$ cat config.mk
export PLATFORM = sky130hd
export DESIGN_NAME = sha512_224_front_flat
export DESIGN_NICKNAME = d
export VERILOG_FILES = /design/src/sha512_224_pkg.sv /design/src/sha512_224_if.sv /design/src/sha512_224_front.sv /design/src/flat_wrapper.sv
export SDC_FILE = /design/constraint.sdc
export NUM_CORES = 1
export LEC_CHECK = 0
export BUFFER_PORTS_ARGS = -buffer_cell sky130_fd_sc_hd__buf_2
export CAP_MARGIN = 20
export CORE_UTILIZATION = 45
export CTS_CLUSTER_DIAMETER = 50
export DETAILED_ROUTE_END_ITERATION = 10
export PLACE_DENSITY = 0.68
export SLEW_MARGIN = 20
export SYNTH_ARGS = -nofsm -noshare
export SYNTH_HDL_FRONTEND = slang
export SYNTH_SLANG_ARGS = --single-unit
$ cat constraint.sdc
create_clock -name clk_i -period 2.5 [get_ports clk_i]
set_input_delay 0.25 -clock clk_i [delete_from_list [all_inputs] [get_ports clk_i]]
set_output_delay 0.25 -clock clk_i [all_outputs]
set_load 0.01 [all_outputs]
$ cat src/sha512_224_pkg.sv
// Package: SHA-512/224 constants, types and round functions.
package sha512_224_pkg;

  localparam int unsigned WordW   = 64;
  localparam int unsigned Rounds  = 80;
  localparam int unsigned QDepth  = 4;

  typedef enum logic [0:0] {
    OP_ABSORB = 1'b0,
    OP_FINISH = 1'b1
  } op_e;

  typedef enum logic [2:0] {
    ST_COLLECT,
    ST_PAD,
    ST_COMPRESS,
    ST_EMIT
  } state_e;

  typedef struct packed {
    op_e        op;
    logic [7:0] data_byte;
  } item_t;

  typedef struct packed {
    logic [63:0] digest_word;
    logic [1:0]  word_index;
    logic        last;
  } result_t;

  localparam logic [63:0] TruncMask = 64'hffffffff00000000;
  localparam logic [7:0]  PadByte   = 8'h80;
  localparam logic [6:0]  LenPos    = 7'd112;

  function automatic logic [63:0] iv(input logic [2:0] i);
    logic [63:0] r;
    case (i)
      3'd0: r = 64'h8c3d37c819544da2;
      3'd1: r = 64'h73e1996689dcd4d6;
      3'd2: r = 64'h1dfab7ae32ff9c82;
      3'd3: r = 64'h679dd514582f9fcf;
      3'd4: r = 64'h0f6d2b697bd44da8;
      3'd5: r = 64'h77e36f7304c48942;
      3'd6: r = 64'h3f9d85a86a1d36c8;
      default: r = 64'h1112e6ad91d692a1;
    endcase
    return r;
  endfunction

  localparam logic [63:0] RoundK [80] = '{
    64'h428a2f98d728ae22, 64'h7137449123ef65cd, 64'hb5c0fbcfec4d3b2f,
    64'he9b5dba58189dbbc, 64'h3956c25bf348b538, 64'h59f111f1b605d019,
    64'h923f82a4af194f9b, 64'hab1c5ed5da6d8118, 64'hd807aa98a3030242,
    64'h12835b0145706fbe, 64'h243185be4ee4b28c, 64'h550c7dc3d5ffb4e2,
    64'h72be5d74f27b896f, 64'h80deb1fe3b1696b1, 64'h9bdc06a725c71235,
    64'hc19bf174cf692694, 64'he49b69c19ef14ad2, 64'hefbe4786384f25e3,
    64'h0fc19dc68b8cd5b5, 64'h240ca1cc77ac9c65, 64'h2de92c6f592b0275,
    64'h4a7484aa6ea6e483, 64'h5cb0a9dcbd41fbd4, 64'h76f988da831153b5,
    64'h983e5152ee66dfab, 64'ha831c66d2db43210, 64'hb00327c898fb213f,
    64'hbf597fc7beef0ee4, 64'hc6e00bf33da88fc2, 64'hd5a79147930aa725,
    64'h06ca6351e003826f, 64'h142929670a0e6e70, 64'h27b70a8546d22ffc,
    64'h2e1b21385c26c926, 64'h4d2c6dfc5ac42aed, 64'h53380d139d95b3df,
    64'h650a73548baf63de, 64'h766a0abb3c77b2a8, 64'h81c2c92e47edaee6,
    64'h92722c851482353b, 64'ha2bfe8a14cf10364, 64'ha81a664bbc423001,
    64'hc24b8b70d0f89791, 64'hc76c51a30654be30, 64'hd192e819d6ef5218,
    64'hd69906245565a910, 64'hf40e35855771202a, 64'h106aa07032bbd1b8,
    64'h19a4c116b8d2d0c8, 64'h1e376c085141ab53, 64'h2748774cdf8eeb99,
    64'h34b0bcb5e19b48a8, 64'h391c0cb3c5c95a63, 64'h4ed8aa4ae3418acb,
    64'h5b9cca4f7763e373, 64'h682e6ff3d6b2b8a3, 64'h748f82ee5defb2fc,
    64'h78a5636f43172f60, 64'h84c87814a1f0ab72, 64'h8cc702081a6439ec,
    64'h90befffa23631e28, 64'ha4506cebde82bde9, 64'hbef9a3f7b2c67915,
    64'hc67178f2e372532b, 64'hca273eceea26619c, 64'hd186b8c721c0c207,
    64'heada7dd6cde0eb1e, 64'hf57d4f7fee6ed178, 64'h06f067aa72176fba,
    64'h0a637dc5a2c898a6, 64'h113f9804bef90dae, 64'h1b710b35131c471b,
    64'h28db77f523047d84, 64'h32caab7b40c72493, 64'h3c9ebe0a15c9bebc,
    64'h431d67c49c100d4c, 64'h4cc5d4becb3e42b6, 64'h597f299cfc657e2a,
    64'h5fcb6fab3ad6faec, 64'h6c44198c4a475817
  };

  function automatic logic [63:0] rotr(input logic [63:0] x, input int unsigned n);
    return (x >> n) | (x << (64 - n));
  endfunction

endpackage

$ cat src/sha512_224_if.sv
// Valid/ready channel interfaces for the hash engine.
interface sha512_224_in_if;
  logic                        valid;
  logic                        ready;
  sha512_224_pkg::op_e         op;
  logic [7:0]                  data_byte;
  modport source (output valid, op, data_byte, input ready);
  modport sink   (input valid, op, data_byte, output ready);
endinterface


$ cat src/sha512_224_front.sv
// Front end: accepts items and queues them for the core.
module sha512_224_front (
  input  logic                  clk_i,
  input  logic                  rst_ni,
  sha512_224_in_if.sink         in_if,
  output sha512_224_pkg::item_t item_o,
  output logic                  item_valid_o,
  input  logic                  item_ready_i
);
  import sha512_224_pkg::*;

  localparam int unsigned PtrW = $clog2(QDepth);

  item_t            mem_q [QDepth];
  logic [PtrW-1:0]  wr_q, rd_q;
  logic [PtrW:0]    cnt_q;
  logic             push, pop;

  assign in_if.ready  = (cnt_q != (PtrW+1)'(QDepth));
  assign push         = in_if.valid && in_if.ready;
  assign item_valid_o = (cnt_q != '0);
  assign pop          = item_valid_o && item_ready_i;
  assign item_o       = mem_q[rd_q];

  always_ff @(posedge clk_i) begin
    if (push) begin
      mem_q[wr_q] <= '{op: in_if.op, data_byte: in_if.data_byte};
    end
  end

  always_ff @(posedge clk_i or negedge rst_ni) begin
    if (!rst_ni) begin
      wr_q  <= '0;
      rd_q  <= '0;
      cnt_q <= '0;
    end else begin
      if (push) wr_q <= wr_q + 1'b1;
      if (pop)  rd_q <= rd_q + 1'b1;
      cnt_q <= cnt_q + (PtrW+1)'(push) - (PtrW+1)'(pop);
    end
  end
endmodule

$ cat src/flat_wrapper.sv
// flat-port wrapper written by rule: the top's interface ports become plain ports
module sha512_224_front_flat import sha512_224_pkg::*;
  (clk_i, rst_ni, item_o, item_valid_o, item_ready_i, in_if_valid, in_if_op, in_if_data_byte, in_if_ready);
  sha512_224_in_if in_if_i ();
  input  logic clk_i;
  input  logic rst_ni;
  output sha512_224_pkg::item_t item_o;
  output logic item_valid_o;
  input  logic item_ready_i;
  input wire logic [$bits(in_if_i.valid)-1:0] in_if_valid;
  input wire logic [$bits(in_if_i.op)-1:0] in_if_op;
  input wire logic [$bits(in_if_i.data_byte)-1:0] in_if_data_byte;
  output wire logic [$bits(in_if_i.ready)-1:0] in_if_ready;
  assign in_if_i.valid = in_if_valid;
  assign in_if_i.op = in_if_op;
  assign in_if_i.data_byte = in_if_data_byte;
  assign in_if_ready = in_if_i.ready;
  sha512_224_front u_core (.clk_i(clk_i), .rst_ni(rst_ni), .in_if(in_if_i), .item_o(item_o), .item_valid_o(item_valid_o), .item_ready_i(item_ready_i));
endmodule
# Word level (Yosys, flattened, before mapping)
# Memory sizes are Yosys's and may differ from the RTL's.
# Cells that the tools add are included.
[word_totals]
word_cells = 14
ramBits = 36
mem_count = 1
reg_bits = 7
[memory_table]
columns = ["memory", "words", "word_bits", "read_ports", "rd_clocked_by_memory_dff", "wr", "line_no", "text"]
rows = [
  ["u_core.mem_q", 4, 9, 1, 0, 1, "sha512_224_front.sv:14", "item_t mem_q [QDepth];"],
]
[op_classes]
n_reduce_logical = 3
eq_ne = 1
n_mux = 2
add_sub_neg = 4
[op_table]
columns = ["operator", "n"]
rows = [
  ["$add 2x1->2 const B", 2],
  ["$add 3x1->3", 1],
  ["$ne 3x3->1 const B", 1],
  ["$reduce_bool 3->1", 1],
  ["$sub 3x1->3", 1],
  ["$logic_and 1x1->1", 2],
  ["$mux 1", 2],
]

# Longest topological paths before layout
# Gate-level depths: netlist of the first run.
[logic_depth]
ltp_word = 4
mapped_depth = 8

# Worst setup path before layout of the first run
# Ideal clock, no wire load.
[synth_path]
path_kind = "reg-to-reg"
startpoint = "reg u_core.cnt_q[1]"
endpoint = "reg u_core.cnt_q[2]"
arrival_time_ns = 1.926
required_time_ns = 2.369
stages_incl_launch_ff = 9
setup_ns = 0.131
path_slack_ns = 0.443
path_cell_list = "dfrtp_1 > o31a_1 > ha_1 > inv_1 > ha_1 > inv_1 > fa_1 > xnor2_1 > xnor2_1"
[synth_via]
word_cells_on_any_way = 6
classes_between = "add/sub: 2; eq/ne: 1; reduce/logical: 3"
[synth_lines]
columns = ["element", "line_no", "text"]
rows = [
  ["start, declared", "sha512_224_front.sv:16", "logic [PtrW:0] cnt_q;"],
  ["start signal, assigned", "sha512_224_front.sv:39", "cnt_q <= cnt_q + (PtrW+1)'(push) - (PtrW+1)'(pop);"],
  ["$reduce_bool 3->1", "sha512_224_front.sv:21", "assign item_valid_o = (cnt_q != '0);"],
  ["$logic_and 1x1->1", "sha512_224_front.sv:22", "assign pop = item_valid_o && item_ready_i;"],
  ["named net u_core.pop", "sha512_224_front.sv:17", "logic push, pop;"],
  ["$sub 3x1->3", "sha512_224_front.sv:39", ""],
]
# The timed path passes the listed nets, and every way through them passes these cells.
# A chain may end at the register's enable or synchronous reset.

# Worst setup path in the final report of the first run
# Ends and elaborated chain as after synthesis.

==> results of run 1 <==
-- cells by family (layout without fill, tap and decap cells) --
group,after synthesis,after routing,synth area share
flip-flops,43,43,0.7075
AND/OR/NAND/NOR,13,13,0.06272
multiplexers,9,9,0.1142
buffers and inverters,9,40,0.02396
adder cells (fa/ha/maj),7,7,0.05356
AO/OA/AOI/OAI,4,4,0.01832
XOR/XNOR,4,4,0.01974
-- cell type report --
| type | instances | area (um2) |
|---|---|---|
| clock inverters | 2 | 35.03 |
| flip-flops and latches | 43 | 1256 |
| clock buffers | 6 | 82.58 |
| fillers | 309 | 1647 |
| multi-input cells | 37 | 476.7 |
| well taps | 48 | 60.06 |
| inverters | 7 | 26.28 |
| repair buffers | 25 | 132.6 |
-- placed cells by master, fill, tap and decap left out --
master         netlist  routed
o211ai_1             2       2
xor2_1               1       1
edfxtp_1            36      36
nor3b_4              1       1
dfrtp_1              7       7
o31a_1               1       1
clkinv_2             0       1
o311ai_1             1       1
buf_4                0       1
and3b_1              4       4
nand4bb_1            2       2
ha_1                 6       6
bufinv_16            0       1
mux4_2               9       9
clkbuf_8             0       6
or3_1                1       1
nand2_1              1       1
inv_1                7       7
nor2b_1              1       1
nand2b_1             3       3
xnor2_1              3       3
fa_1                 1       1
dlygate4sd3_1        0       1
buf_2                1      23
-- flip-flops by register name, summed over array words and instances (netlist names) --
register,cells
u_core.wr_q,2
u_core.rd_q,2
u_core.mem_q,36
u_core.cnt_q,3
-- metrics by stage --
| stage | hold WS (ps) | std cells | cell area [um2] | util |
|---|---|---|---|---|
| finish | 173.6 | 168 | 2069 | 0.5569 |
| global route | 170.6 | 168 | 2069 | 0.5569 |
| CTS | 170.6 | 168 | 2069 | 0.5569 |
| detailed placement | 92.79 | 159 | 1942 | 0.5226 |
| global placement | 89.09 | 159 | 1942 | 0.5226 |
| floorplan | -45.59 | 89 | 1775 | - |
-- worst max-delay path, stage by stage, from the launching register on --
cell and delay (ps):
dfrtp_1 490, o31a_1 370, ha_1 290, inv_1 60
ha_1 140, inv_1 50, fa_1 390, xnor2_1 200
xnor2_1 140
-- layer usage --
metal / share of wire / up-vias
li1: - / 403
met1: 0.42 / 432
met2: 0.51 / 24
met3: 0.049 / 5
met4: 0.015 / 0
met5: 0 / -
-- final timing paths --
check | start | end | slack, ps
max reg2reg | u_core.cnt_q[1]$_DFF_PN0_ | u_core.cnt_q[2]$_DFF_PN0_ | 290
min reg2reg | u_core.wr_q[1]$_DFFE_PN0P_ | u_core.wr_q[1]$_DFFE_PN0P_ | 620
min in group asynchronous | rst_ni | u_core.rd_q[0]$_DFFE_PN0P_ | 320
min | in_if_data_byte[2] | u_core.mem_q[3][2]$_DFFE_PP_ | 170
max | u_core.cnt_q[1]$_DFF_PN0_ | u_core.cnt_q[2]$_DFF_PN0_ | 290
max in group asynchronous | rst_ni | u_core.wr_q[1]$_DFFE_PN0P_ | 2020
-- power by group --
part	internal [W]	switching [W]	leakage, nW
clock network	0.000323	0.000227	0.0612
registers	0.000967	0.000184	0.412
logic	0.000395	0.000323	0.303
==> flow_metrics.tcl, run 1 <==
set metrics [dict create \
    drt_iter0_markers 27 \
    first_pass_iters 4 \
    hp-class "input port to flop" \
    core-area_um2 3716 \
    diodes 0 \
    worstMarginPinSlew_ps 599.5 \
    h-tree-depth 2 \
    drive_above_1_share 0.3500 \
    synth_nets 109 \
    grt_use_met3 0.03697 \
    grtUsageMet2 0.2448 \
    die_y_um 64.81 \
    synth-edff-count 36 \
    grt_setup_unrepaired "false" \
    cp-start-kind "flop" \
    area_growth_syn_to_layout_pct 16.56 \
    avgSynthCellArea_um2 19.95 \
    critical_path_class "flop to flop" \
    clk_pin_slew_ps 80 \
    tns_ps 0 \
    dp_slack_ps 304.7 \
    skew_ps 3.570 \
    num_rows 22 \
    worstPathRequired_ps 2710 \
    slew_headroom 0.6004 \
    clock_sink_count 43 \
    root_buffer "clkbuf_8" \
    wl_mm 2.717 \
    vias 864 \
    gp_congestion 0.7155 \
    synth_cell_types 20 \
    cp_max_fo 8 \
    grt_start_max_net_pins 14 \
    synthTopCellsByArea "edfxtp_1 61%, mux4_2 11%, dfrtp_1 9.9%" \
    synth_area_um2 1775 \
    clock_latency_ps 290 \
    synth_flop_cell "edfxtp_1" \
    synth_common_cells "36 x edfxtp_1, 9 x mux4_2, 7 x dfrtp_1, 7 x inv_1, 6 x ha_1" \
    rr_worst_depth 8 \
    slew_viol_final 0 \
    vias_per_cell 5.143 \
    cts_hold_buf 1 \
    route.detailed.drc 0 \
    setup_viol 0 \
    cts_setup_buffers 0 \
    drtAntennaViolNets 0 \
    synthArstFlopShare 0.1628 \
    wl_per_cell_um 16.17 \
    synth_top_area_cell "edfxtp_1" \
    clockBufferDepth 2 \
    yosysSeqAreaShare 0.7075 \
    leakage_nw 0.7760 \
    max_freq_mhz 452.6 \
    cts_tree "yes" \
    initial_utilization 0.4778 \
    dieArea_um2 4200 \
    ys_seq_elements 43 \
    synth_top_area_frac 0.6089 \
    grt_pass1_wl_mm 4.395 \
    grtUsageTotal 0.1512 \
    peakVddDrop_mv 0.4580 \
    post-route-min-period_ps 2210 \
    period_share 0.8839 \
    status "complete, no violations" \
    grt_use_met1 0.1891 \
    hold_depth 1 \
    die_w_um 64.81 \
    drv_cap 0 \
    num_io_pins 24 \
    fin_ws_ps 290.4 \
    yosysMostFrequentCell "edfxtp_1" \
    power.total_w 0.002419 \
    synth_warnings 0 \
    worstPathArrival_ps 2420 \
    dp_hpwl_mm 1.871 \
    antenna_found_initial 0 \
    cts_made_buffers 5 \
    busiest_layer "met2" \
    overflow 0 \
    post_cts_resized 0 \
    critPathCaptureType "flop" \
    synthCells 89 \
    p_per_area_nw_per_um2 1169 \
    grt_pass1_vias 914 \
    port_buffers 23 \
    fin_nets 139 \
    finalHoldViolCount 0 \
]
Note: power is estimated with default switching activity, not from simulation.
==> run 2: changes to the inputs <==
==> constraint.sdc (replaced) <==
create_clock -name clk_i -period 2.5 [get_ports clk_i]
set_input_delay 0.625 -clock clk_i [delete_from_list [all_inputs] [get_ports clk_i]]
set_output_delay 0.625 -clock clk_i [all_outputs]
set_load 0.01 [all_outputs]
==> flow_metrics.tcl, run 2 (synthesized netlist as in run 1, its figures left out) <==
set metrics [dict create \
    period_share 0.8717 \
    post-route-min-period_ps 2179 \
    cts_setup_buffers 0 \
    num_io_pins 24 \
    wl_mm 2.747 \
    cts_made_buffers 5 \
    first_pass_iters 4 \
    cts_hold_buf 0 \
    layout_common_cells "36 x edfxtp_1, 23 x buf_2, 9 x mux4_2" \
    largest_reg_flops 36 \
    finalHoldViolCount 0 \
    cts_tree "yes" \
    diodes 0 \
    reg2reg_to "u_core.cnt_q[2]$_DFF_PN0_" \
    fin_cells 167 \
    r2r_slack_ps 320 \
    die_y_um 64.81 \
    h-tree-depth 2 \
    drive_above_1_share 0.3277 \
    highest_layer "met4" \
    grt_setup_unrepaired "false" \
    clockBufferDepth 2 \
    overflow 0 \
    grtUsageTotal 0.1525 \
    grt_start_max_net_pins 13 \
    dr_wl_met2_mm 1.352 \
    fin_util 0.5441 \
    grt_pass1_wl_mm 4.416 \
    vias_per_cell 5.281 \
    peakVddDrop_mv 0.4500 \
    rr_worst_depth 8 \
    critical_path_class "flop to flop" \
    leakage_nw 0.7509 \
    vias 882 \
    setup_viol 0 \
    area_growth_syn_to_layout_pct 13.88 \
    root_buffer "clkbuf_8" \
    placedCellCount 159 \
    cp-start-kind "flop" \
    status "complete, no violations" \
    core-area_um2 3716 \
    clock_latency_ps 280 \
    grt_pass1_vias 882 \
    reg_top3 "u_core.mem_q (36), u_core.cnt_q (3)" \
    clock_sink_count 43 \
    drt_iter0_markers 25 \
    r2r-start "u_core.cnt_q[1]$_DFF_PN0_" \
    layout_commonest_cell "edfxtp_1" \
    dp_hpwl_mm 1.814 \
    port_buffers 23 \
    route.detailed.drc 0 \
    skew_ps 8.102 \
    initial_utilization 0.4778 \
    power.total_w 0.002272 \
    drv_cap 0 \
    worstMarginPinSlew_ps 516.6 \
    post_cts_resized 0 \
    wl_per_cell_um 16.45 \
    worstPathRequired_ps 2670 \
    dieArea_um2 4200 \
    clk_pin_slew_ps 80 \
    max_freq_mhz 458.9 \
    gp_congestion 0.7512 \
    slew_headroom 0.6556 \
    hp-class "input port to asynchronous set/reset pin" \
    worstPathArrival_ps 2350 \
    tns_ps 0 \
    antenna_found_initial 0 \
    top_register "u_core.mem_q" \
    p_per_area_nw_per_um2 1124 \
    cp_max_fo 8 \
    num_rows 22 \
    fin_nets 138 \
    slew_viol_final 0 \
    critPathCaptureType "flop" \
    drtAntennaViolNets 0 \
    die_w_um 64.81 \
    drt-met1-wl_mm 1.226 \
    wl_met3_um 111 \
]
==> run 2: cell count changes in the layout (fill, tap and decap cells not counted), sizes merged <==
cell / change
clkinv: +1
dlygate4sd3: -1
bufinv: -1
==> run 2: how the worst max path moves through the flow <==
stage	cells after the start	endpoint	start
floorplan	8	u_core.cnt_q[2]$_DFF_PN0_	u_core.cnt_q[1]$_DFF_PN0_
global placement	9	u_core.cnt_q[2]$_DFF_PN0_	item_ready_i
detailed placement	9	u_core.cnt_q[2]$_DFF_PN0_	item_ready_i
CTS	3	item_o[0]	u_core.rd_q[0]$_DFFE_PN0P_
global route	8	u_core.cnt_q[2]$_DFF_PN0_	u_core.cnt_q[1]$_DFF_PN0_
finish	8	u_core.cnt_q[2]$_DFF_PN0_	u_core.cnt_q[1]$_DFF_PN0_
==> run 2: area by class of cell <==
cell class	instances	area, um2
clock inverter	2	7.507
tap	48	60.06
timing repair buffer	24	122.6
fill	307	1694
sequential	43	1256
multi-input combinational	37	476.7
clock buffer	6	72.57
inverter	7	26.28
==> run 2: worst max-delay path: stages, from the launching register on <==
cell,delay [ps]
dfrtp_1,490
o31a_1,390
ha_1,300
inv_1,50
ha_1,120
inv_1,40
fa_1,380
xnor2_1,150
xnor2_1,130
==> run 2: routing by layer <==
| layer | track usage | vias to the layer above |
|---|---|---|
| met5 | 0 | - |
| met4 | 0.08333 | 0 |
| met3 | 0.05106 | 6 |
| met2 | 0.2292 | 27 |
| met1 | 0.1942 | 447 |
| li1 | - | 402 |
==> run 2: metrics by stage <==
step / area, um2 / hold slack [ps] / setup slack [ps]
6_report: 2022 / 154.3 / 320.7
5_1_grt: 2022 / 147.9 / 206.3
4_1_cts: 2022 / 156.0 / 307.3
3_5_place_dp: 1942 / 466.2 / 306.4
3_3_place_gp: 1942 / 464.3 / 384.3
2_1_floorplan: 1775 / 329.4 / 443.1
==> run 2: power by group <==
group,internal (W),switching (W),leakage (nW)
combinational,0.000392,0.000362,0.299
sequential,0.000968,0.000145,0.412
clock,0.000191,0.000214,0.0403
total,0.00155,0.000721,0.751
